## src/rtl/core/trace_parent_header_parser_unit_assert.svh

```systemverilog
// Assertion macros for the traceparent parser
`ifndef TRACE_PARENT_HEADER_PARSER_UNIT_ASSERT_SVH
`define TRACE_PARENT_HEADER_PARSER_UNIT_ASSERT_SVH
`ifndef SYNTHESIS
`define TPP_ASSERT_IMPLY(label, clk, rst_n, a, b) \
    label: assert property (@(posedge clk) disable iff (!rst_n) (a) |-> (b)) \
        else $error("tpp: implication check failed");
`define TPP_ASSERT_NEXT(label, clk, rst_n, a, b) \
    label: assert property (@(posedge clk) disable iff (!rst_n) (a) |=> (b)) \
        else $error("tpp: next-cycle check failed");
`else
`define TPP_ASSERT_IMPLY(label, clk, rst_n, a, b)
`define TPP_ASSERT_NEXT(label, clk, rst_n, a, b)
`endif
`endif

```

## src/rtl/core/tpp_pkg.sv

```systemverilog
`default_nettype none
package tpp_pkg;

    localparam logic [7:0] CH_DASH = 8'h2D;
    localparam logic [7:0] CH_ZERO = 8'h30;
    localparam logic [7:0] CH_NINE = 8'h39;
    localparam logic [7:0] CH_LA   = 8'h61;
    localparam logic [7:0] CH_LF   = 8'h66;
    localparam logic [7:0] CH_UA   = 8'h41;
    localparam logic [7:0] CH_UF   = 8'h46;
    localparam logic [3:0] ALPHA_OFFSET = 4'd9;

    localparam logic [5:0] HDR_LEN = 6'd55;
    localparam logic [5:0] LEN_SAT = 6'd56;
    localparam logic [2:0] PIECE_SAT = 3'd7;
    localparam logic [2:0] PIECE_NUM = 3'd4;

    localparam logic [5:0] DASH_A = 6'd2;
    localparam logic [5:0] DASH_B = 6'd35;
    localparam logic [5:0] DASH_C = 6'd52;

    localparam logic [5:0] TRACE_HI_FIRST = 6'd3;
    localparam logic [5:0] TRACE_HI_LAST  = 6'd18;
    localparam logic [5:0] TRACE_LO_FIRST = 6'd19;
    localparam logic [5:0] TRACE_LO_LAST  = 6'd34;
    localparam logic [5:0] SPAN_FIRST     = 6'd36;
    localparam logic [5:0] SPAN_LAST      = 6'd51;
    localparam logic [5:0] FLAGS_FIRST    = 6'd53;
    localparam logic [5:0] FLAGS_LAST     = 6'd54;

    typedef enum logic [2:0] {
        ST_OK,
        ST_LENGTH,
        ST_PIECES,
        ST_LAYOUT,
        ST_HEX,
        ST_ZERO_TRACE,
        ST_ZERO_SPAN
    } t_status;

    typedef struct packed {
        t_status     status;
        logic [7:0]  version;
        logic [63:0] trace_id_high;
        logic [63:0] trace_id_low;
        logic [63:0] span_id;
        logic        sampled;
    } t_result;

    // {valid, nibble}; a non-hex byte decodes as zero
    function automatic logic [4:0] hex_decode(input logic [7:0] c);
        logic [4:0] r;
        r = 5'd0;
        if (c >= CH_ZERO && c <= CH_NINE) begin
            r = {1'b1, c[3:0]};
        end else if ((c >= CH_LA && c <= CH_LF) || (c >= CH_UA && c <= CH_UF)) begin
            r = {1'b1, c[3:0] + ALPHA_OFFSET};
        end
        return r;
    endfunction

endpackage
`default_nettype wire

```

## src/rtl/core/trace_parent_header_parser_unit.sv

```systemverilog
// Traceparent header parser.
// Input channel: one header character per transaction (i_char_byte), with
// i_last_byte set on the final character. Output channel: one transaction per
// header, carrying status and the decoded version, trace id, span id and
// sampled flag; every field but status reads zero when status is not ok.
// Both channels use valid/stall; a transaction completes when valid is high
// and stall is low.
// Throughput: one character per cycle while o_stall is low. The per-character
// update of the parse state is the single combinational step between the
// input register and the result register.
// A result is valid once its final character has passed the input and result
// registers. Characters that are not final give no result.
// Reset (synchronous, active low) clears both valid flags and returns the
// parse state to the start of a header; after each final character the state
// returns there too. While the receiver stalls a waiting result, further
// characters are still taken; only a second final character stalls the input.
`default_nettype none
module trace_parent_header_parser_unit (
    input  wire logic        i_clk,
    input  wire logic        i_rst_n,
    input  wire logic        i_valid,
    output logic             o_stall,
    input  wire logic [7:0]  i_char_byte,
    input  wire logic        i_last_byte,
    output logic             o_valid,
    input  wire logic        i_stall,
    output logic [2:0]       o_status,
    output logic [7:0]       o_version,
    output logic [63:0]      o_trace_id_high,
    output logic [63:0]      o_trace_id_low,
    output logic [63:0]      o_span_id,
    output logic             o_sampled
);
    import tpp_pkg::*;

    logic       r_s1_valid;
    logic [7:0] r_s1_char;
    logic       r_s1_last;
    logic       r_out_valid;
    t_result    r_out;
    t_result    core_result;
    logic       adv;
    logic       step;

    assign adv  = !(r_s1_valid && r_s1_last && r_out_valid && i_stall);
    assign step = r_s1_valid && adv;

    assign o_stall = !adv;

    tpp_parse_core u_core (
        .i_clk       (i_clk),
        .i_rst_n     (i_rst_n),
        .i_step      (step),
        .i_char_byte (r_s1_char),
        .i_last_byte (r_s1_last),
        .o_result    (core_result)
    );

    always_ff @(posedge i_clk) begin
        if (!i_rst_n) begin
            r_s1_valid <= 1'b0;
        end else if (adv) begin
            r_s1_valid <= i_valid;
        end
    end

    always_ff @(posedge i_clk) begin
        if (adv && i_valid) begin
            r_s1_char <= i_char_byte;
            r_s1_last <= i_last_byte;
        end
    end

    always_ff @(posedge i_clk) begin
        if (!i_rst_n) begin
            r_out_valid <= 1'b0;
        end else if (step && r_s1_last) begin
            r_out_valid <= 1'b1;
        end else if (!i_stall) begin
            r_out_valid <= 1'b0;
        end
    end

    always_ff @(posedge i_clk) begin
        if (step && r_s1_last) begin
            r_out <= core_result;
        end
    end

    assign o_valid         = r_out_valid;
    assign o_status        = r_out.status;
    assign o_version       = r_out.version;
    assign o_trace_id_high = r_out.trace_id_high;
    assign o_trace_id_low  = r_out.trace_id_low;
    assign o_span_id       = r_out.span_id;
    assign o_sampled       = r_out.sampled;

`include "trace_parent_header_parser_unit_assert.svh"

    `TPP_ASSERT_IMPLY(a_err_zero, i_clk, i_rst_n, o_valid && o_status != ST_OK, o_version == 8'd0 && o_trace_id_high == 64'd0 && o_span_id == 64'd0 && !o_sampled)
    `TPP_ASSERT_IMPLY(a_stall_cause, i_clk, i_rst_n, o_stall, r_s1_valid && r_s1_last && r_out_valid)
    `TPP_ASSERT_NEXT(a_last_gives_result, i_clk, i_rst_n, step && r_s1_last, r_out_valid)
    `TPP_ASSERT_IMPLY(a_status_range, i_clk, i_rst_n, o_valid, o_status <= ST_ZERO_SPAN)

endmodule
`default_nettype wire

```

## src/rtl/core/tpp_parse_core.sv

```systemverilog
`default_nettype none
module tpp_parse_core (
    input  wire logic           i_clk,
    input  wire logic           i_rst_n,
    input  wire logic           i_step,
    input  wire logic [7:0]     i_char_byte,
    input  wire logic           i_last_byte,
    output tpp_pkg::t_result    o_result
);
    import tpp_pkg::*;

    logic [5:0]  r_char_count, n_char_count;
    logic [2:0]  r_piece_count, n_piece_count;
    logic        r_prev_dash, n_prev_dash;
    logic        r_dash_ok, n_dash_ok;
    logic        r_hex_ok, n_hex_ok;
    logic        r_trace_nz, n_trace_nz;
    logic        r_span_nz, n_span_nz;
    logic [7:0]  r_version, n_version;
    logic [63:0] r_trace_hi, n_trace_hi;
    logic [63:0] r_trace_lo, n_trace_lo;
    logic [63:0] r_span, n_span;
    logic [7:0]  r_flags, n_flags;

    logic [4:0]  hx;
    logic [3:0]  nib;
    logic        is_dash;
    logic [5:0]  pos;
    t_status     status;

    always_comb begin
        hx      = hex_decode(i_char_byte);
        nib     = hx[3:0];
        is_dash = (i_char_byte == CH_DASH);
        pos     = r_char_count;

        n_char_count  = r_char_count;
        n_piece_count = r_piece_count;
        n_dash_ok     = r_dash_ok;
        n_hex_ok      = r_hex_ok;
        n_trace_nz    = r_trace_nz;
        n_span_nz     = r_span_nz;
        n_version     = r_version;
        n_trace_hi    = r_trace_hi;
        n_trace_lo    = r_trace_lo;
        n_span        = r_span;
        n_flags       = r_flags;

        if (is_dash) begin
            if (pos != DASH_A && pos != DASH_B && pos != DASH_C) begin
                n_dash_ok = 1'b0;
            end
        end else begin
            if (!hx[4]) begin
                n_hex_ok = 1'b0;
            end
            if (r_prev_dash && r_piece_count < PIECE_SAT) begin
                n_piece_count = r_piece_count + 3'd1;
            end
            if (pos < DASH_A) begin
                n_version = {r_version[3:0], nib};
            end else if (pos >= TRACE_HI_FIRST && pos <= TRACE_HI_LAST) begin
                n_trace_hi = {r_trace_hi[59:0], nib};
                if (nib != 4'd0) n_trace_nz = 1'b1;
            end else if (pos >= TRACE_LO_FIRST && pos <= TRACE_LO_LAST) begin
                n_trace_lo = {r_trace_lo[59:0], nib};
                if (nib != 4'd0) n_trace_nz = 1'b1;
            end else if (pos >= SPAN_FIRST && pos <= SPAN_LAST) begin
                n_span = {r_span[59:0], nib};
                if (nib != 4'd0) n_span_nz = 1'b1;
            end else if (pos >= FLAGS_FIRST && pos <= FLAGS_LAST) begin
                n_flags = {r_flags[3:0], nib};
            end
        end
        n_prev_dash = is_dash;
        if (r_char_count < LEN_SAT) begin
            n_char_count = r_char_count + 6'd1;
        end

        if (n_char_count != HDR_LEN)        status = ST_LENGTH;
        else if (n_piece_count != PIECE_NUM) status = ST_PIECES;
        else if (!n_dash_ok)                 status = ST_LAYOUT;
        else if (!n_hex_ok)                  status = ST_HEX;
        else if (!n_trace_nz)                status = ST_ZERO_TRACE;
        else if (!n_span_nz)                 status = ST_ZERO_SPAN;
        else                                 status = ST_OK;

        o_result = '0;
        o_result.status = status;
        if (status == ST_OK) begin
            o_result.version       = n_version;
            o_result.trace_id_high = n_trace_hi;
            o_result.trace_id_low  = n_trace_lo;
            o_result.span_id       = n_span;
            o_result.sampled       = n_flags[0];
        end
    end

    always_ff @(posedge i_clk) begin
        if (!i_rst_n || (i_step && i_last_byte)) begin
            r_char_count  <= '0;
            r_piece_count <= '0;
            r_prev_dash   <= 1'b1;
            r_dash_ok     <= 1'b1;
            r_hex_ok      <= 1'b1;
            r_trace_nz    <= 1'b0;
            r_span_nz     <= 1'b0;
            r_version     <= '0;
            r_trace_hi    <= '0;
            r_trace_lo    <= '0;
            r_span        <= '0;
            r_flags       <= '0;
        end else if (i_step) begin
            r_char_count  <= n_char_count;
            r_piece_count <= n_piece_count;
            r_prev_dash   <= n_prev_dash;
            r_dash_ok     <= n_dash_ok;
            r_hex_ok      <= n_hex_ok;
            r_trace_nz    <= n_trace_nz;
            r_span_nz     <= n_span_nz;
            r_version     <= n_version;
            r_trace_hi    <= n_trace_hi;
            r_trace_lo    <= n_trace_lo;
            r_span        <= n_span;
            r_flags       <= n_flags;
        end
    end

endmodule
`default_nettype wire
```

## config.mk

```make
export PLATFORM = sky130hd
export DESIGN_NAME = trace_parent_header_parser_unit
export DESIGN_NICKNAME = d
export VERILOG_FILES = /design/src/rtl/core/tpp_pkg.sv /design/src/rtl/core/trace_parent_header_parser_unit.sv /design/src/rtl/core/tpp_parse_core.sv
export VERILOG_INCLUDE_DIRS = /design/src /design/src/rtl/core
export SDC_FILE = /design/constraint.sdc
export NUM_CORES = 1
export LEC_CHECK = 0
export BUFFER_PORTS_ARGS = -buffer_cell sky130_fd_sc_hd__clkbuf_2
export CAP_MARGIN = 20
export CORE_MARGIN = 1
export CORE_UTILIZATION = 30
export DETAILED_ROUTE_END_ITERATION = 6
export GPL_ROUTABILITY_DRIVEN = 0
export PLACE_DENSITY_LB_ADDON = 0.2
export SLEW_MARGIN = 20
export SYNTH_ARGS = -nofsm -noshare
export SYNTH_HDL_FRONTEND = slang
export SYNTH_SLANG_ARGS = --single-unit
```

## constraint.sdc

```tcl
create_clock -name i_clk -period 7.4 [get_ports i_clk]
set_input_delay 0.37 -clock i_clk [delete_from_list [all_inputs] [get_ports i_clk]]
set_output_delay 0.37 -clock i_clk [all_outputs]
set_load 0.02 [all_outputs]
```

# After elaboration in Yosys (flattened, before gate mapping)
# Cells that the tools add are included.
# W data, S select, Z words.
classes:
  n_addsub: 3
  n_lt_le_gt_ge: 17
  n_reduce_logical: 22
  muxes: 48
  eq_ne: 7
ops:
  columns: ["operator", "n"]
  rows:
  - ["$mux W64", 12]
  - ["$mux W3", 8]
  - ["$mux W1", 23]
  - ["$le A6 B6 Y1 const B", 3]
  - ["$ne A6 B6 Y1 const B", 3]
  - ["$ge A8 B7 Y1 const B", 2]
  - ["$le A8 B7 Y1 const B", 2]
  - ["$logic_and A1 B1 Y1", 16]
  - ["$mux W8", 2]
  - ["$ge A6 B6 Y1 const B", 2]
  - ["$mux W5", 2]
  - ["$eq A8 B6 Y1 const B", 1]
  - ["$ge A8 B6 Y1 const B", 1]
  - ["$le A8 B6 Y1 const B", 1]
  - ["$add A6 B1 Y6 const B", 1]
  - ["$ge A6 B2 Y1 const B", 1]
  - ["$ge A6 B5 Y1 const B", 1]
  - ["$le A6 B5 Y1 const B", 1]
  - ["$lt A6 B2 Y1 const B", 1]
  - ["$lt A6 B6 Y1 const B", 1]
  - ["$mux W6", 1]
  - ["$ne A6 B2 Y1 const B", 1]
  - ["$add A4 B4 Y4 const B", 1]
  - ["$reduce_bool A4 Y1", 1]
  - ["7 further kinds", 9]
word_totals:
  reg_bits: 430
  wordCells: 119
  in_bits: 13
  output_inout_bits: 206

# Longest topological paths before layout
# Gate-level depths: netlist (run 1).
depth:
  depth_word: 19
  depth_mapped: 12
  ltp_nobuf: 8

# Cells and area by module
# Synthesis (run 1) repeated with hierarchy kept, for this count alone.
unflattened:
  cells_unflattened: 1929
  area_unflattened_um2: 17631.9
modules_own_cells:
  columns: ["module", "cells_each", "instances", "seq_area_each_um2", "area_each_um2"]
  rows:
  - ["tpp_parse_core", 1705, 1, 4304.1, 11140.7]
  - ["trace_parent_header_parser_unit", 224, 1, 6436.2, 6491.2]

# Worst setup path before layout (run 1)
# No wires, ideal clock.
synth_timing:
  path_kind: "register to register"
  startpoint: "register r_out_valid (netlist: o_valid)"
  endpoint: "register r_out, in the netlist o_sampled (enable)"
  slack_ns: 2.308
  stages_incl_launch_ff: 4
  t_arrival_ns: 4.537
  path_buffers: 0
  t_required_ns: 6.845
  setup_time_ns: 0.555
  period_less_slack_ns: 5.092
  path_cell_list: "dfxtp_1 > nand2_1 > nand3_1 > inv_1"
synth_via:
  elab_chain_len: 5
synth_lines:
  columns: ["item", "line", "text"]
  rows:
  - ["start: declaration", "trace_parent_header_parser_unit.sv:39", "logic r_out_valid;"]
  - ["start signal: assignment", "trace_parent_header_parser_unit.sv:76", "r_out_valid <= 1'b0;"]
  - ["start signal: assignment", "trace_parent_header_parser_unit.sv:78", "r_out_valid <= 1'b1;"]
  - ["start signal: assignment", "trace_parent_header_parser_unit.sv:80", "r_out_valid <= 1'b0;"]
  - ["$logic_and A1 B1 Y1 (2 in a row)", "trace_parent_header_parser_unit.sv:45", "assign adv = !(r_s1_valid && r_s1_last && r_out_valid && i_stall);"]
  - ["$logic_not A1 Y1", "trace_parent_header_parser_unit.sv:45", null]
  - ["$logic_and A1 B1 Y1", "trace_parent_header_parser_unit.sv:46", "assign step = r_s1_valid && adv;"]
  - ["$logic_and A1 B1 Y1", "trace_parent_header_parser_unit.sv:85", "if (step && r_s1_last) begin"]
  - ["end signal: assignment", "trace_parent_header_parser_unit.sv:86", "r_out <= core_result;"]
  - ["end: declaration", "trace_parent_header_parser_unit.sv:40", "t_result r_out;"]
# No other way between the ends.
# A chain may end at the register's enable or synchronous reset.

# Worst setup path after layout (run 1)
layout_timing:
  startpoint: "register r_s1_char[1]"
  endpoint: "register r_out, in the netlist o_trace_id_low[30], data pin"
layout_via:
  elab_chain_len: 19
  elab_cells_between_ends: 39
  classes_between: "1 x add/sub; 6 x order compare; 2 x eq/ne; 24 x mux; 6 x reduce/logical"
layout_lines:
  columns: ["item", "line", "text"]
  rows:
  - ["start: declaration", "trace_parent_header_parser_unit.sv:37", "logic [7:0] r_s1_char;"]
  - ["start signal: assignment", "trace_parent_header_parser_unit.sv:69", "r_s1_char <= i_char_byte;"]
  - ["$ge A8 B7 Y1 or $le A8 B7 Y1 (tied branches)", "tpp_pkg.sv:56", "end else if ((c >= CH_LA && c <= CH_LF) || (c >= CH_UA && c <= CH_UF)) begin"]
  - ["$logic_and A1 B1 Y1", "tpp_pkg.sv:56", null]
  - ["$logic_or A1 B1 Y1", "tpp_pkg.sv:56", null]
  - ["$mux W5", "tpp_pkg.sv:56", null]
  - ["$mux W5", "tpp_pkg.sv:54", "if (c >= CH_ZERO && c <= CH_NINE) begin"]
  - ["$reduce_bool A4 Y1", "tpp_parse_core.sv:64, tpp_parse_core.sv:67, tpp_parse_core.sv:70", null]
  - ["$mux W1", "tpp_parse_core.sv:70", "if (nib != 4'd0) n_span_nz = 1'b1;"]
  - ["$mux W1", "tpp_parse_core.sv:68", "end else if (pos >= SPAN_FIRST && pos <= SPAN_LAST) begin"]
  - ["(+3 left out)", null, null]
  - ["$mux W1", "tpp_parse_core.sv:49", "if (is_dash) begin"]
  - ["$mux W3", "tpp_parse_core.sv:85", "else if (!n_span_nz) status = ST_ZERO_SPAN;"]
  - ["$mux W3", "tpp_parse_core.sv:84", "else if (!n_trace_nz) status = ST_ZERO_TRACE;"]
  - ["$mux W3", "tpp_parse_core.sv:83", "else if (!n_hex_ok) status = ST_HEX;"]
  - ["$mux W3", "tpp_parse_core.sv:82", "else if (!n_dash_ok) status = ST_LAYOUT;"]
  - ["$mux W3", "tpp_parse_core.sv:81", "else if (n_piece_count != PIECE_NUM) status = ST_PIECES;"]
  - ["$mux W3", "tpp_parse_core.sv:80", "if (n_char_count != HDR_LEN) status = ST_LENGTH;"]
  - ["$logic_not A3 Y1", "tpp_parse_core.sv:90", "if (status == ST_OK) begin"]
# Parallel ways exist; a longest one is shown, timed or not.

==> results of run 1 <==
[worst paths after layout]
kind                               from                     to  cells after the start
setup / recovery           r_s1_char[1]     o_trace_id_low[30]                      9
hold / removal                  i_rst_n       u_core.r_dash_ok                      2
setup reg to reg           r_s1_char[1]     o_trace_id_low[30]                      9
hold reg to reg   u_core.r_trace_lo[63]  u_core.r_trace_lo[63]                      2
[power by group through the flow]
| stage | combinational, mW | clock [mW] | sequential [mW] |
|---|---|---|---|
| CTS | 0.188 | 2.46 | 2.57 |
| floorplan | 0.0576 | 0 | 2.67 |
| global route | 0.201 | 2.53 | 2.57 |
| detailed placement | 0.184 | 0 | 2.62 |
| global placement | 0.184 | 0 | 2.62 |
| finish | 0.185 | 2.37 | 2.57 |
[Yosys cell counts, types with 2 or more instances]
master / count
o211ai_1: 3
o21ai_0: 10
nor2_1: 53
xnor2_1: 2
o21a_1: 3
a21oi_1: 201
xor2_1: 3
a211oi_1: 16
ha_1: 8
mux2i_1: 188
nand4_1: 7
edfxtp_1: 213
inv_1: 10
nand2b_1: 5
clkbuf_1: 90
and3_1: 3
o22ai_1: 2
dfxtp_1: 217
buf_1: 13
buf_2: 38
a2111oi_2: 7
o31ai_1: 2
nand3_1: 6
nor2b_1: 5
nor3b_1: 2
or4_1: 2
or3_1: 2
nor4_1: 2
nor3_1: 198
a31oi_1: 2
and2_1: 4
nand2_1: 380
[routing by layer]
metal	wire length, µm	GRT usage, %	part of all wire, %
met2	20860	22.89	46
met1	21820	20.62	48
met3	1662	2.462	3.7
met4	837	4.165	1.9
met5	0	0	0
[sequential cells by signal, indices dropped and copies added, names as in the netlist, 64 cells and up]
name               cells
o_span_id             64
o_trace_id_high       64
o_trace_id_low        64
u_core.r_span         64
u_core.r_trace_hi     64
u_core.r_trace_lo     64
[logic make-up (layout without fill, tap and decap cells)]
family,Yosys count,in the layout,synth area share (%)
AOI/OAI and AO/OA,262,262,8.610
and+or+nand+nor,676,676,16.35
muxes,189,189,10.60
adders and majority gates,8,8,0.5604
xor gates and xnor gates,5,5,0.2452
buffers and inverters,152,351,3.503
DFF,430,430,60.13
[critical path, cell delays in order, from the launching register on]
cell and delay (ns):
edfxtp_1 0.47, inv_1 0.10, ha_1 0.23, nor3b_1 0.44
a311oi_4 0.08, a22oi_2 0.67, nand4_1 0.37, o221ai_4 0.87
buf_12 0.46, nor3_1 0.13
[layout make-up]
class,instances,area (µm²)
Clock buffer,77,1445
Tap cell,773,967.2
Timing Repair Buffer,249,1390
Sequential cell,430,10740
Multi-Input combinational cell,1140,6573
Inverter,10,45.04
Fill cell,5893,37620
Clock inverter,15,128.9
[metrics by stage]
stage | instances | instance area, µm² | hold slack [ns] | utilization (%)
after floorplan | 1722 | 17860 | 0.4357 | -
after global placement | 2592 | 19610 | 0.4410 | 33.29
after detailed placement | 2592 | 19610 | 0.4470 | 33.29
after CTS | 2694 | 21290 | 0.03628 | 36.13
after global routing | 2694 | 21290 | 0.06718 | 36.14
final | 2694 | 21290 | 0.06554 | 36.14
[cell usage in the layout (no fill, tap or decap), types with 3 or more instances in the layout]
| cell | Yosys | routed |
|---|---|---|
| a211oi_1 | 16 | 16 |
| clkbuf_2 | 0 | 218 |
| a21oi_1 | 201 | 201 |
| and2_1 | 4 | 3 |
| nor3_1 | 198 | 198 |
| nand4_1 | 7 | 7 |
| nor2_1 | 53 | 51 |
| a2111oi_2 | 7 | 7 |
| mux2i_1 | 188 | 188 |
| dlygate4sd3_1 | 0 | 10 |
| o211ai_1 | 3 | 3 |
| clkbuf_1 | 90 | 20 |
| o21a_1 | 3 | 3 |
| inv_1 | 10 | 9 |
| buf_4 | 0 | 17 |
| buf_12 | 0 | 3 |
| clkbuf_16 | 0 | 52 |
| and3_1 | 3 | 3 |
| nand2_1 | 380 | 377 |
| o21ai_0 | 10 | 10 |
| clkbuf_8 | 0 | 5 |
| dfxtp_1 | 217 | 217 |
| nor2b_1 | 5 | 5 |
| clkinv_1 | 0 | 5 |
| nand2b_1 | 5 | 5 |
| clkinv_2 | 0 | 4 |
| ha_1 | 8 | 8 |
| xor2_1 | 3 | 3 |
| edfxtp_1 | 213 | 213 |
| nand3_1 | 6 | 5 |
==> summary.md, run 1 <==
| Metric | Value |
|---|---|
| Pre-CTS setup slack | around 3.2 ns |
| Seq cells post-synth | 430 |
| Power share of the combinational group | 3.6% |
| Max Root-Sink Buffers | 3 |
| Power share of the clock group | between 40% and 50% |
| Area growth syn-to-layout | 19.19% |
| Post-synth EDFFs | 213 |
| Routed Antenna Nets | 0 |
| Final setup violation count | 0 |
| Sink Count | 430 |
| Final Slew Violations | 0 |
| Final wirelength | about 45 mm |
| Switching Share | between 20% and 30% |
| Yosys warnings | 0 |
| Post-Syn Area per Cell | approximately 10 µm² |
| Die height | 246 µm |
| Critical Path Sink Type | register |
| Diodes inserted | 0 |
| Rows | 89 |
| Fmax achieved | 239.6 MHz |
| WS Path Type | register to register |
| Flop pwr share | 50.1% |
| Tcrit/Tclk final | approximately 56% |
| Hold_buf cts | 10 |
| Core area | 58910 µm² |
| Setup TNS | 0 ns |
| DR WL/cell | roughly 17 µm |
| Switching power | 1.157 mW |
| P per Cell Area | around 240 nW/µm² |
| Worst Path Max Fanout | 95 |
| Post-Syn Instances | ~1700 |
| Total number of vias | ~13000 |
| Root Buffer | clkbuf_16 |
| Initial antenna violation count | 0 |
| Post-CTS Setup Inserts | 0 |
| TritonCTS Buffers | 49 |
| Share of cells above drive strength 1 | ~17% |
| Asr flop ratio synth | 0% |
| Vias in the first global route | about 12000 |
| Largest cells by area after synthesis | edfxtp_1 36%, dfxtp_1 24%, mux2i_1 11% |
| Slew @ Worst Pin | 1.118 ns |
| Status | complete, no violations |
| Share of the synthesized area in the top cell type | a little over a third |
| Syn Nets | approximately 1700 |
| Crit path DAT | 4.47 ns |
| Reg clk slew, reported paths | ~0.060 ns |
| Worst setup margin | 3.226 ns |
| Sequential fraction of the synthesis area | around 60% |
| Top FF cell, synth | dfxtp_1 |
| Remaining DRCs | 0 |
| Power Total | between 5 and 6 mW |
| Initial DRC count | 784 |
| Startpoint type of the worst setup path | register |
| Final Hold Violating Endpoints | 0 |
| Die area | around 61000 µm² |
| Yosys cell types | 57 |
| Port bufs | 218 |
| Top cell type by total area after synthesis | edfxtp_1 |
| I/O pin cnt | 219 |
| Leak | 7.146 nW |
| H-Tree Depth | 2 |
| Tightest Hold Check Type | primary input to register |
| Synthesized cell area | 17860 µm² |
| WP data required | 7.69 ns |
| Cell-internal power | 3.968 mW |
| Largest net degree at the start of global routing | 137 |
| Slew HR | between 20 and 30% |
| Maximum VDD drop | 0.1532 mV |
| Initial core utilization | 30.32% |
| Vias/cell | 4.792 |
| First-pass GRT wire length | 70.24 mm |
| RSZ-0062 raised after global routing | no |
| Minimum clock period | 4.174 ns |
| Total Nets Final | 1901 |
| Total track usage | 14.63% |
| Chip width | 246 µm |
| Cts repair resizes | 0 |
| Clock Skew | 0.02186 ns |
| Clock Latency Late Sink | 0.59 ns |
| MaxCap Viol Count | 0 |
| DP HPWL | 26.30 mm |
| CTS tree | yes |
| Setup slack, reg-to-reg | about 3.2 ns |
| TritonRoute pass-1 iters | 5 |
| Gr ovfl total | 0 |
Power figures use the tool's default switching activity.
==> run 2, diff against run 1 <==
Settings changed: ABC_AREA from default to 1.
Clock period 7.4 ns to 3.42 ns, I/O delays scaled along.
==> summary.md, run 2 <==
| Metric | Value |
|---|---|
| Status | complete, no violations |
| Seq cells post-synth | 430 (unchanged) |
| Port bufs | 218 (unchanged) |
| Startpoint type of the worst setup path | register |
| DR WL/cell | 14.54 µm (-13%) |
| Sequential fraction of the synthesis area | 53.05% (-7.1 points) |
| RSZ-0062 raised after global routing | no |
| Final core occ | 36.11% (about the same) |
| Yosys warnings | 0 (unchanged) |
| Gr ovfl total | 0 (unchanged) |
| Total track usage | 13.86% (-0.77 points) |
| Max Root-Sink Buffers | 3 (unchanged) |
| Routed Antenna Nets | 0 (unchanged) |
| Diodes inserted | 0 (unchanged) |
| Slew HR | 25.63% (+0.14 points) |
| Minimum clock period | 2.927 ns (-1.247 ns) |
| Post-CTS Setup Inserts | 0 (unchanged) |
| CP bufs+invs | 4 (+2) |
| Worst setup margin | 0.4932 ns (-2.733 ns) |
| P per Cell Area | 508.6 nW/µm² (+110%) |
| Commonest non-fill, non-tap cells in the layout | 469 x inv_1, 376 x nand2_1, 218 x clkbuf_2, 215 x dfxtp_1, 213 x edfxtp_1 |
| Chip width | 261.8 µm (+6.4%) |
| Slowest library cell on the worst path | edfxtp_1 |
| Reg clk slew, reported paths | 0.06 ns (about the same) |
| WP data required | 3.83 ns (-3.86 ns) |
| Post-Syn Area per Cell | 9.083 µm² (-12%) |
| Commonest cells post-synth | 470 x inv_1, 379 x nand2_1, 222 x o21ai_0 |
| Asr flop ratio synth | 0% (unchanged) |
| Total number of vias | 14990 (+16%) |
| Largest cells by area after synthesis | edfxtp_1 32%, dfxtp_1 21%, nor3_2 9.4% |
| Syn Nets | 2250 (+29%) |
| Critical Path Sink Type | register |
| Final Hold Violating Endpoints | 0 (unchanged) |
| Footprint of the multi-input gates | 6888 µm² (+4.8%) |
| MaxCap Viol Count | 0 (unchanged) |
| Pre-CTS setup slack | 0.5241 ns (-2.717 ns) |
| Yosys cell types | 37 (-35%) |
| Final setup violation count | 0 (unchanged) |
| TritonCTS Buffers | 50 (+2.0%) |
| Die area | 68530 µm² (+13%) |
| Area growth syn-to-layout | 18.11% |
| Root Buffer | clkbuf_16 |
| Fmax achieved | 341.7 MHz (+43%) |
| Final Slew Violations | 0 (unchanged) |
| Cts repair resizes | 0 (unchanged) |
| I/O pin cnt | 219 (unchanged) |
| Clock Skew | 0.03844 ns (+0.01658 ns) |
| Leak | 9.860 nW (+38%) |
| Worst Path Max Fanout | 29 (-69%) |
| Top cell type by total area after synthesis | edfxtp_1 |
| Share of the synthesized area in the top cell type | 31.59% (-4.2 points) |
| Post-synth EDFFs | 213 (unchanged) |
| WS Path Type | register to register |
| Critical-path cell list | inv_1 -> ha_1 -> inv_1 -> nor2_1 -> nand3_2 -> nand2_2 -> nand2_1 -> o21ai_2 -> nand3_2 -> nor2_4 -> nand4_4 -> buf_12 -> buf_12 -> nor3_2 |
| Commonest non-fill, non-tap cell in the layout | inv_1 |
| Top FF cell, synth | dfxtp_1 |
| First-pass GRT wire length | 76.33 mm (+8.7%) |
| Post-Syn Instances | 2229 (+29%) |
| TritonRoute pass-1 iters | 5 (unchanged) |
| Final wirelength | 47.89 mm (+6.0%) |
| Crit path DAT | 3.33 ns (-1.14 ns) |
| Vias/cell | 4.552 (-5.0%) |
| Largest net degree at the start of global routing | 157 (+15%) |
| Core area | 66220 µm² (+12%) |
| Slew @ Worst Pin | 1.111 ns (-0.006226 ns) |
| DP HPWL | 29.61 mm (+13%) |
| Tightest Hold Check Type | primary input to register |
| Fill cell count | 6720 (+14%) |
| Most common cell in the netlist | inv_1 |
| Synthesized cell area | 20250 µm² (+13%) |
| CP peak stage delay | 0.44 ns (-0.43 ns) |
| H-Tree Depth | 2 (unchanged) |
| Maximum VDD drop | 0.3568 mV (+130%) |
| Initial antenna violation count | 0 (unchanged) |
| Initial DRC count | 840 (+7.1%) |
| Sink Count | 430 (unchanged) |
| Vias in the first global route | 14310 (+16%) |
| Family with the most delay on the worst path | simple AND/OR/NAND/NOR gates |
| Remaining DRCs | 0 (unchanged) |
| Initial core utilization | 30.58% (+0.26 points) |
| CTS tree | yes |
| Storage cell area | 10740 µm² (about the same) |
| Hold_buf cts | 13 (+3) |
| Total Nets Final | 2408 (+27%) |
| Tcrit/Tclk final | 85.58% (+29 points) |
| Clock Latency Late Sink | 0.60 ns (about the same) |
| Share of cells above drive strength 1 | 22.89% (+5.6 points) |
| Rows | 94 (+5.6%) |
| Die height | 261.8 µm (+6.4%) |
## run 2: cell types whose count changed after synthesis, moves of 15 or more
cell,delta
a21oi_1,-123
buf_2,-24
buf_4,+33
buf_6,+19
clkbuf_1,-15
inv_1,+460
mux2i_1,-182
nand3_1,+17
nor2_1,-34
nor3_1,-186
nor3_2,+190
o211ai_1,+134
o21ai_0,+212
o21ai_1,+50
## run 2: cells by family after synthesis
group           share of synthesized area, %
xor+xnor                             0.08654
fa+ha+maj                             0.4944
flops                                  53.05
compound gates                         14.07
simple gates                           18.82
mux                                   0.2967
buf+inv                                13.18
## run 2: area by class of cell
class | instances | area share, %
sequential | 430 | 44.93
inverter | 477 | 7.519
clock buffer | 67 | 5.798
multi-input combinational | 1166 | 28.81
timing repair buffer | 262 | 7.022
tap | 864 | 4.521
clock inverter | 27 | 1.408
## run 2: path summary, 6_finish.rpt
check	from	depth (start not counted)	slack (ns)	endpoint
hold / removal	i_stall	3	0.24	o_span_id[7]
setup / recovery	r_s1_char[1]	14	0.49	o_trace_id_low[47]
setup reg to reg	r_s1_char[1]	14	0.49	o_trace_id_low[47]
hold reg to reg	u_core.r_dash_ok	2	0.47	u_core.r_dash_ok
## run 2: tightest hold or removal path, delay by kind of cell
kind	cells	cell delay, ns
buffers and inverters	2	0.33
AO/OA/AOI/OAI	1	0.09
## run 2: where the power goes
part           total (mW)  internal, mW  switching (mW)  leakage (nW)
Sequential           5.68          5.57           0.117          4.09
Combinational       0.900         0.280           0.620          4.94
Clock                5.58          3.32            2.25         0.837
Total                12.2          9.17            2.99          9.86
## run 2: routing by layer
layer	track usage, %	up-vias	part of all wire (%)
met5	0	-	0
met4	4.829	0	2.9
met3	2.672	81	4.6
met2	21.78	267	44
met1	18.96	7030	48
li1	-	7612	-
## run 2: metrics by stage
| stage | instances | area [µm²] | hold slack [ns] | power [mW] | TNS, ns |
|---|---|---|---|---|---|
| detailed placement | 3186 | 22060 | 0.3496 | 6.688 | 0 |
| finish | 3293 | 23910 | 0.2398 | 12.16 | 0 |
| floorplan | 2229 | 20400 | 0.2699 | 6.482 | -481.90 |
| global route | 3293 | 23910 | 0.2766 | 12.71 | 0 |
| CTS | 3293 | 23910 | 0.2526 | 12.36 | 0 |
| global placement | 3186 | 22060 | 0.3499 | 6.674 | 0 |
==> run 3, diff against run 2 <==
Settings changed: CORE_MARGIN 1 to 2, PLACE_DENSITY_LB_ADDON 0.2 to 0.12.
Clock period 3.42 ns to 3.2 ns, I/O delays scaled along.
==> summary.md, run 3 (same netlist as run 2, synthesis figures left out) <==
| Metric | Value |
|---|---|
| Worst r2r src | r_s1_char[1] |
| Crit path DAT | 3.08 ns (-0.25 ns) |
| Final wirelength | 49.26 mm (+2.9%) |
| MaxCap Viol Count | 0 (unchanged) |
| Reg2reg path depth | 15 (+1) |
| H-Tree Depth | 2 (unchanged) |
| Gr ovfl total | 0 (unchanged) |
| Rows | 95 (+1.1%) |
| Port bufs | 218 (unchanged) |
| Maximum VDD drop | 0.3098 mV (-13%) |
| Fill cell count | 6945 (+3.3%) |
| Power share of the clock group | 45.8% (about the same) |
| Cell-internal power | 9.819 mW (+7.0%) |
| Vias/cell | 4.486 (-1.5%) |
| Chip width | 263.8 µm (+0.76%) |
| WS Path Type | register to register |
| First-pass GRT wire length | 80.25 mm (+5.1%) |
| Total number of vias | 14810 (-1.2%) |
| Commonest non-fill, non-tap cell in the layout | inv_1 |
| Slew HR | 33.31% (+7.7 points) |
| Initial antenna violation count | 0 (unchanged) |
| Diodes inserted | 0 (unchanged) |
| Die height | 263.8 µm (+0.76%) |
| Power share of the combinational group | 7.5% (about the same) |
| WP data required | 3.52 ns (-0.31 ns) |
| Core area | 67040 µm² (+1.2%) |
| Status | complete, no violations |
| Area growth syn-to-layout | 18.30% |
| Min-delay src | i_char_byte[7] |
| TritonCTS Buffers | 50 (unchanged) |
| Max Root-Sink Buffers | 3 (unchanged) |
| Hold Path Sink | r_s1_char[7] |
| Placed cells | 3195 (+0.28%) |
| Initial DRC count | 860 (+2.4%) |
| Design area | 23950 µm² (+0.16%) |
| Slew @ Worst Pin | 1.000 ns (-0.1111 ns) |
| TritonRoute pass-1 iters | 6 (+1) |
| Routed Antenna Nets | 0 (unchanged) |
| Critical Path Sink Type | register |
| Total Nets Final | 2408 (unchanged) |
| Remaining DRCs | 0 (unchanged) |
| Share of cells above drive strength 1 | 22.73% (-0.16 points) |
| Minimum clock period | 2.766 ns (-0.1611 ns) |
| Final setup violation count | 0 (unchanged) |
| Commonest non-fill, non-tap cells in the layout | 469 x inv_1, 376 x nand2_1, 218 x clkbuf_2, 215 x dfxtp_1, 213 x edfxtp_1 |
| Worst setup margin | 0.4344 ns (-0.05885 ns) |
| Min Hold Slack | 0.2814 ns (+0.04156 ns) |
| Final Hold Violating Endpoints | 0 (unchanged) |
| Clock Skew | 0.01593 ns (-0.02251 ns) |
| P per Cell Area | 543.3 nW/µm² (+6.8%) |
| RSZ-0062 raised after global routing | no |
| Sink Count | 430 (unchanged) |
| Hold_buf cts | 13 (unchanged) |
| Pre-CTS setup slack | 0.4233 ns (-0.1008 ns) |
| Leak | 9.864 nW (about the same) |
| Initial core utilization | 30.20% (-0.38 points) |
| CTS tree | yes |
| FF-to-FF End | o_trace_id_high[2] |
| Cts repair resizes | 0 (unchanged) |
| Root Buffer | clkbuf_16 |
| I/O pin cnt | 219 (unchanged) |
| DR WL/cell | 14.92 µm (+2.6%) |
| Die area | 69580 µm² (+1.5%) |
| Total track usage | 14.20% (+0.34 points) |
| Flop pwr share | 46.7% (about the same) |
| Setup slack, reg-to-reg | 0.43 ns (-0.06 ns) |
| Worst Path Max Fanout | 38 (+31%) |
| Vias in the first global route | 14460 (+1.0%) |
| Final Slew Violations | 0 (unchanged) |
| Tightest Hold Check Type | primary input to register |
| Final Non-Filler Cells | 3301 (+0.24%) |
| Post-Place Cell Area | 22120 µm² (+0.28%) |
| Switching Share | 24.53% (-0.048 points) |
| Hold depth | 2 (-1) |
| Largest net degree at the start of global routing | 150 (-4.5%) |
| Final core occ | 35.73% (-0.39 points) |
| Fmax achieved | 361.6 MHz (+5.8%) |
| Clock Latency Late Sink | 0.59 ns (about the same) |
| Tcrit/Tclk final | 86.43% (+0.85 points) |
| Post-CTS Setup Inserts | 0 (unchanged) |
| Startpoint type of the worst setup path | register |
| Power Total | 13.01 mW (+7.0%) |
| Setup TNS | 0 ns (unchanged) |
| Switching power | 3.192 mW (+6.8%) |
| Reg clk slew, reported paths | 0.06 ns (about the same) |
| DP HPWL | 30.60 mm (+3.3%) |
==> run 3: changes by cell type in the layout (fill, tap and decap cells not counted), moves of 2 or more <==
cell and change:
buf_12 +4, clkinv_2 -2, buf_4 -4, clkbuf_1 +2, clkbuf_8 -2
==> run 3: metal layers <==
metal  GRT usage (%)  wire length [µm]  part of all wire [%]  vias up
met1           19.63             23810                    48     6872
li1                -                 -                     -     7616
met4           3.854              1129                   2.3        0
met2           22.79             22400                    45      243
met3           2.563              1927                   3.9       77
met5               0                 0                     0        -
==> run 3: final cells by class <==
type,instances,area (µm²),area share [%]
Multi-Input combinational cell,1166,6888,28.76
Sequential cell,430,10740,44.85
Clock buffer,67,1366,5.705
Tap cell,873,1092,4.561
Inverter,477,1798,7.507
Clock inverter,26,334.1,1.395
Timing Repair Buffer,262,1729,7.220
==> run 3: worst max path at each step <==
| stage | slack [ns] | start | to | cells after the start |
|---|---|---|---|---|
| after floorplan | -1.82 | r_s1_last | u_core.r_span[25] | 9 |
| after CTS | 0.41 | r_s1_char[1] | o_span_id[51] | 15 |
| final | 0.43 | r_s1_char[1] | o_trace_id_high[2] | 15 |
| after global placement | 0.42 | r_s1_char[1] | o_span_id[37] | 15 |
| after global routing | 0.13 | r_s1_char[1] | o_trace_id_high[2] | 15 |
| after detailed placement | 0.42 | r_s1_char[1] | o_span_id[51] | 15 |
==> run 3: worst max-delay path, stage by stage, from the launching register on <==
cell and delay, ns:
edfxtp_1 0.43, inv_1 0.10, ha_1 0.19, inv_1 0.06
nor2_1 0.13, nand3_2 0.13, nand2_1 0.19, inv_2 0.06
nand2_2 0.12, nor2_4 0.06, nand2_1 0.06, nand2_1 0.11
nand4_4 0.15, buf_12 0.28, buf_4 0.30, nor3_2 0.07
==> run 3: power by group through the flow <==
| stage | combinational, mW | clock [mW] | sequential, mW |
|---|---|---|---|
| 6_report | 0.975 | 5.96 | 6.08 |
| 5_1_grt | 1.13 | 6.39 | 6.10 |
| 4_1_cts | 0.998 | 6.15 | 6.08 |
| 3_5_place_dp | 0.982 | 0 | 6.19 |
| 3_3_place_gp | 0.972 | 0 | 6.19 |
| 2_1_floorplan | 0.732 | 0 | 6.20 |
